[src/sv/bfre_pkg.sv]
// ----------------------------------------------------------------------------
// bfre_pkg
// Shared types and constants of the box filter with region of interest and
// edge copy.
// ----------------------------------------------------------------------------
package bfre_pkg;

  localparam int KERNEL_MAX_DEF = 7;
  localparam int LINE_MAX_DEF   = 2048;

  localparam int PIX_W      = 8;
  localparam int CH_N       = 3;
  localparam int COL_W      = 12;
  localparam int ROW_W      = 14;
  localparam int H_W        = 13;
  localparam int CFG_IDX_W  = 3;
  localparam int CFG_DATA_W = 13;

  localparam logic [CFG_IDX_W-1:0] REG_KERNEL_SIZE   = 3'd0;
  localparam logic [CFG_IDX_W-1:0] REG_FRAME_WIDTH   = 3'd1;
  localparam logic [CFG_IDX_W-1:0] REG_FRAME_HEIGHT  = 3'd2;
  localparam logic [CFG_IDX_W-1:0] REG_ROI_X_FIRST   = 3'd3;
  localparam logic [CFG_IDX_W-1:0] REG_ROI_X_LAST    = 3'd4;
  localparam logic [CFG_IDX_W-1:0] REG_ROI_Y_FIRST   = 3'd5;
  localparam logic [CFG_IDX_W-1:0] REG_ROI_Y_LAST    = 3'd6;
  localparam logic [CFG_IDX_W-1:0] REG_CHANNEL_COUNT = 3'd7;

  localparam logic [2:0]       RST_KERNEL_SIZE  = 3'd3;
  localparam logic [COL_W-1:0] RST_FRAME_WIDTH  = 12'd2048;
  localparam logic [H_W-1:0]   RST_FRAME_HEIGHT = 13'd4096;
  localparam logic [COL_W-1:0] RST_ROI_FIRST    = 12'd0;
  localparam logic [COL_W-1:0] RST_ROI_LAST     = 12'd4095;
  localparam logic [1:0]       RST_CHAN_COUNT   = 2'd3;
  localparam logic [1:0]       CHAN_THREE       = 2'd3;
  localparam logic [PIX_W-1:0] PIX_MAX          = 8'd255;

  typedef enum logic [2:0] {
    ST_IDLE,
    ST_MUL,
    ST_DECIDE,
    ST_CPRD,
    ST_RD,
    ST_ACC,
    ST_DIV,
    ST_OUT
  } state_e;

  typedef struct packed {
    logic capture;
    logic mul;
    logic write_px;
    logic adv_in;
    logic win_init;
    logic rd_win;
    logic acc;
    logic rd_copy;
    logic div_step;
    logic load_out;
  } cmd_t;

  typedef struct packed {
    logic in_frame;
    logic is_filler;
    logic past_delay;
    logic filt;
    logic win_last;
    logic div_last;
    logic out_free;
  } sts_t;

endpackage

[src/sv/bfre_ctrl.sv]
// ----------------------------------------------------------------------------
// bfre_ctrl
// Sequencer: takes one item, writes frame pixels, then copies or walks the
// window and divider when due, and hands the result to the output register.
// ----------------------------------------------------------------------------
module bfre_ctrl (
  input  logic          clk_i,
  input  logic          rst_ni,
  input  logic          in_valid_i,
  output logic          in_ready_o,
  input  bfre_pkg::sts_t sts_i,
  output bfre_pkg::cmd_t cmd_o
);
  import bfre_pkg::*;

  state_e state_q, state_d;

  always_ff @(posedge clk_i or negedge rst_ni) begin
    if (!rst_ni) begin
      state_q <= ST_IDLE;
    end else begin
      state_q <= state_d;
    end
  end

  always_comb begin
    state_d    = state_q;
    cmd_o      = '0;
    in_ready_o = 1'b0;
    unique case (state_q)
      ST_IDLE: begin
        in_ready_o = 1'b1;
        if (in_valid_i) begin
          cmd_o.capture = 1'b1;
          state_d       = ST_MUL;
        end
      end
      ST_MUL: begin
        cmd_o.mul = 1'b1;
        state_d   = ST_DECIDE;
      end
      ST_DECIDE: begin
        // filler inside the frame leaves everything untouched
        if (sts_i.in_frame && sts_i.is_filler) begin
          state_d = ST_IDLE;
        end else begin
          cmd_o.write_px = sts_i.in_frame;
          cmd_o.adv_in   = 1'b1;
          if (!sts_i.past_delay) begin
            state_d = ST_IDLE;
          end else if (sts_i.filt) begin
            cmd_o.win_init = 1'b1;
            state_d        = ST_RD;
          end else begin
            state_d = ST_CPRD;
          end
        end
      end
      ST_CPRD: begin
        cmd_o.rd_copy = 1'b1;
        state_d       = ST_OUT;
      end
      ST_RD: begin
        cmd_o.rd_win = 1'b1;
        state_d      = ST_ACC;
      end
      ST_ACC: begin
        cmd_o.acc = 1'b1;
        state_d   = sts_i.win_last ? ST_DIV : ST_RD;
      end
      ST_DIV: begin
        cmd_o.div_step = 1'b1;
        if (sts_i.div_last) begin
          state_d = ST_OUT;
        end
      end
      ST_OUT: begin
        if (sts_i.out_free) begin
          cmd_o.load_out = 1'b1;
          state_d        = ST_IDLE;
        end
      end
      default: state_d = ST_IDLE;
    endcase
  end

endmodule

[config.mk]
export PLATFORM = sky130hd
export DESIGN_NAME = bfre_ctrl
export DESIGN_NICKNAME = d
export VERILOG_FILES = /design/src/sv/bfre_pkg.sv /design/src/sv/bfre_ctrl.sv
export SDC_FILE = /design/constraint.sdc
export NUM_CORES = 1
export LEC_CHECK = 0
export BUFFER_PORTS_ARGS = -buffer_cell sky130_fd_sc_hd__buf_2
export CORE_AREA = 2 2 39 41
export CTS_CLUSTER_DIAMETER = 120
export CTS_CLUSTER_SIZE = 40
export DETAILED_ROUTE_END_ITERATION = 8
export DIE_AREA = 0 0 41 43
export PLACE_DENSITY_LB_ADDON = 0.05
export SKIP_CTS_REPAIR_TIMING = 1
export SYNTH_ARGS = -nofsm -noshare
export SYNTH_HDL_FRONTEND = slang
export SYNTH_SLANG_ARGS = --single-unit
export TNS_END_PERCENT = 100
[constraint.sdc]
create_clock -name clk_i -period 2.7 [get_ports clk_i]
set_input_delay 0 -clock clk_i [delete_from_list [all_inputs] [get_ports clk_i]]
set_output_delay 0 -clock clk_i [all_outputs]
set_load 0.005 [all_outputs]
==> summary.txt <==
Crit Path Class: flop to primary output
Max reg flops: 3
Tcrit/Tclk final: 58.9%
Post-synthesis xor/xnor area fraction: 3.02%
Num CTS Buffers: 3
Antenna violations before repair: 0
Area delta synth->final: 47.4%
Post-Synthesis Cell Area: 290 µm²
1st-pass router iterations: 2
TritonCTS clock tree: built
Fin nets: 71
Crit path required time: 2.70 ns
R2R cell count: 3
Worst Setup SP: state_q[1]
Status: completed
Worst min-delay path class: input pin to async pin
Max-cap violations: 0
Post-synthesis mux area share: 0%
WL met1: 329 µm
Grt total ovfl: 0
Max FO, Critical Path: 12
Boundary Pins: 21
Max Used Layer: met3
Registers with the most flip-flops: state_q: 3 flops
Worst rel slew slack: 76.8%
Vias in the first global route: 291
Post-Syn Instances: 38
Compound-Gate Fraction of Synth Area: 15.1%
Simple-Gate Fraction of Synth Area: 47.0%
Initial DRC count: 5
DRC violations left: 0
GPL Wtd Cong: 0.686
Num rows: 14
RSZ-0062 raised after global routing: no
Tmin final: 1.59 ns
Vias: 343
Core Area: 1380 µm²
Most common cell after layout, fill and taps aside: buf_2
Die Height: 43 µm
R2r setup slk: 1.22 ns
ANT nets after route: 0
Clock Path Buffers: 2
Final Setup Violations: 0
Total track usage: 9.95%
Drt total wl: 767 µm
Most flop-heavy register: state_q
Adder-cell share of the synthesized area: 0%
Final hold violations: 0
Leak: 0.220 nW
Met3 wire len: 40 µm
R2r startpoint: state_q[1]
Drt wl/cell: 10.1 µm
Cell variety after synth: 23
Net Sw Power: 0.181 mW
Vias per inst: 4.51
First-pass GRT wire length: 1160 µm
H-tree levels: 1
Slew Viols, Final: 0
Logic pwr share: 49.5%
Fmax: 629 MHz
Register bit total from synthesis: 3
Seq/Total Area, Yosys: 25.9%
Clock share of power: 18.6%
DPL Wire Length: 598 µm
Clock Skew: 0.000386 ns
Fin Setup TNS: 0 ns
Worst Path Arrival: 1.59 ns
Synth warn: 0
Worst-margin pin slew: 0.348 ns
Final Core Density: 30.9%
WL met2: 396 µm
Clk sinks: 3
Switching share of total power: 42.8%
Int Pwr: 0.242 mW
Finished Cell Area: 428 µm²
Post-DP Area: 392 µm²
Worst-Skew Late Latency: 0.23 ns
Worst VDD drop: 275 µV
Die W: 41 µm
Main combinational cell family by area after synthesis: simple AND/OR/NAND/NOR gates
Port Buf Inserts: 20
Syn Nets: 48
Die ar.: 1760 µm²
Largest net degree at the start of global routing: 13
Launching element type of the critical path: flop
Starting Density: 21.0%
Share of cells above drive strength 1: 41.7%
Antenna cells: 0
Post-Syn Area per Cell: 7.64 µm²
Most frequent cells in the layout: buf_2, nand2_1, nor2_1
Crit path capture type: primary output
Clock root cell: clkbuf_4
Seq pwr share: 31.9%
Worst hold slack: 0.0949 ns
Clock slew at reported path FFs: 0.04 ns
Power Dens Cells: 987 nW/µm²
[critical path, cell delays in order (launching register included)]
cell     delay, ns
dfrtp_1       0.52
or3b_4        0.43
a21oi_1       0.16
and2_1        0.14
buf_2         0.10
[worst paths after layout]
check,end
hold reg to reg,state_q[2]
setup / recovery,cmd_o[5]
min in group clk_i,state_q[0]
max in group asynchronous,state_q[0]
hold / removal,state_q[2]
setup reg to reg,state_q[0]
[synthesized netlist by cell type (all sizes together)]
master,number,area (µm²)
nor3,3,15.0
a32oi,1,8.76
nand4b,1,8.76
dfrtp,3,75.1
o2111ai,1,8.76
or3b,1,11.3
nand2b,1,6.26
nor2,4,15.0
or3,1,6.26
nor2b,1,6.26
a311oi,1,8.76
a21oi,1,5.00
inv,2,7.51
and2,4,26.3
nor3b,2,15.0
a21o,1,7.51
xnor2,1,8.76
clkbuf,2,7.51
nand2,4,15.0
nand4bb,1,11.3
o21ai,1,5.00
buf,1,11.3
[cells by family (layout without fill, tap and decap cells)]
logic type	Yosys count	after routing
buffers and inverters	5	27
xor gates and xnor gates	1	1
AOI/OAI and AO/OA	6	6
and+or+nand+nor	23	23
DFF	3	3
[final cells by class]
type	count	area [µm²]
timing repair buffer	21	110
inverter	2	7.51
clock buffer	4	26.3
multi-input combinational	30	189
fill	157	956
tap	16	20.0
sequential	3	75.1
[per-stage QoR]
stage / std cells / power, mW / setup WS [ns]
2_1_floorplan: 38 / 0.285 / 1.38
3_3_place_gp: 71 / 0.357 / 1.26
3_5_place_dp: 71 / 0.346 / 1.24
4_1_cts: 75 / 0.429 / 1.10
5_1_grt: 76 / 0.465 / 1.03
6_report: 76 / 0.422 / 1.11
[power by group through the flow]
stage          clock network [mW]  logic (mW)  registers [mW]
2_1_floorplan                   0       0.204          0.0811
3_3_place_gp                    0       0.219           0.138
3_5_place_dp                    0       0.210           0.136
4_1_cts                    0.0819       0.212           0.135
5_1_grt                    0.0879       0.236           0.141
6_report                   0.0785       0.209           0.135
[per-layer routing]
layer | vias to the layer above | global-route usage, %
met4 | 0 | 6.00
met2 | 14 | 15.0
met5 | - | 0
li1 | 179 | -
met3 | 0 | 3.14
met1 | 150 | 11.6
Note: power is estimated with default switching activity, not from simulation.
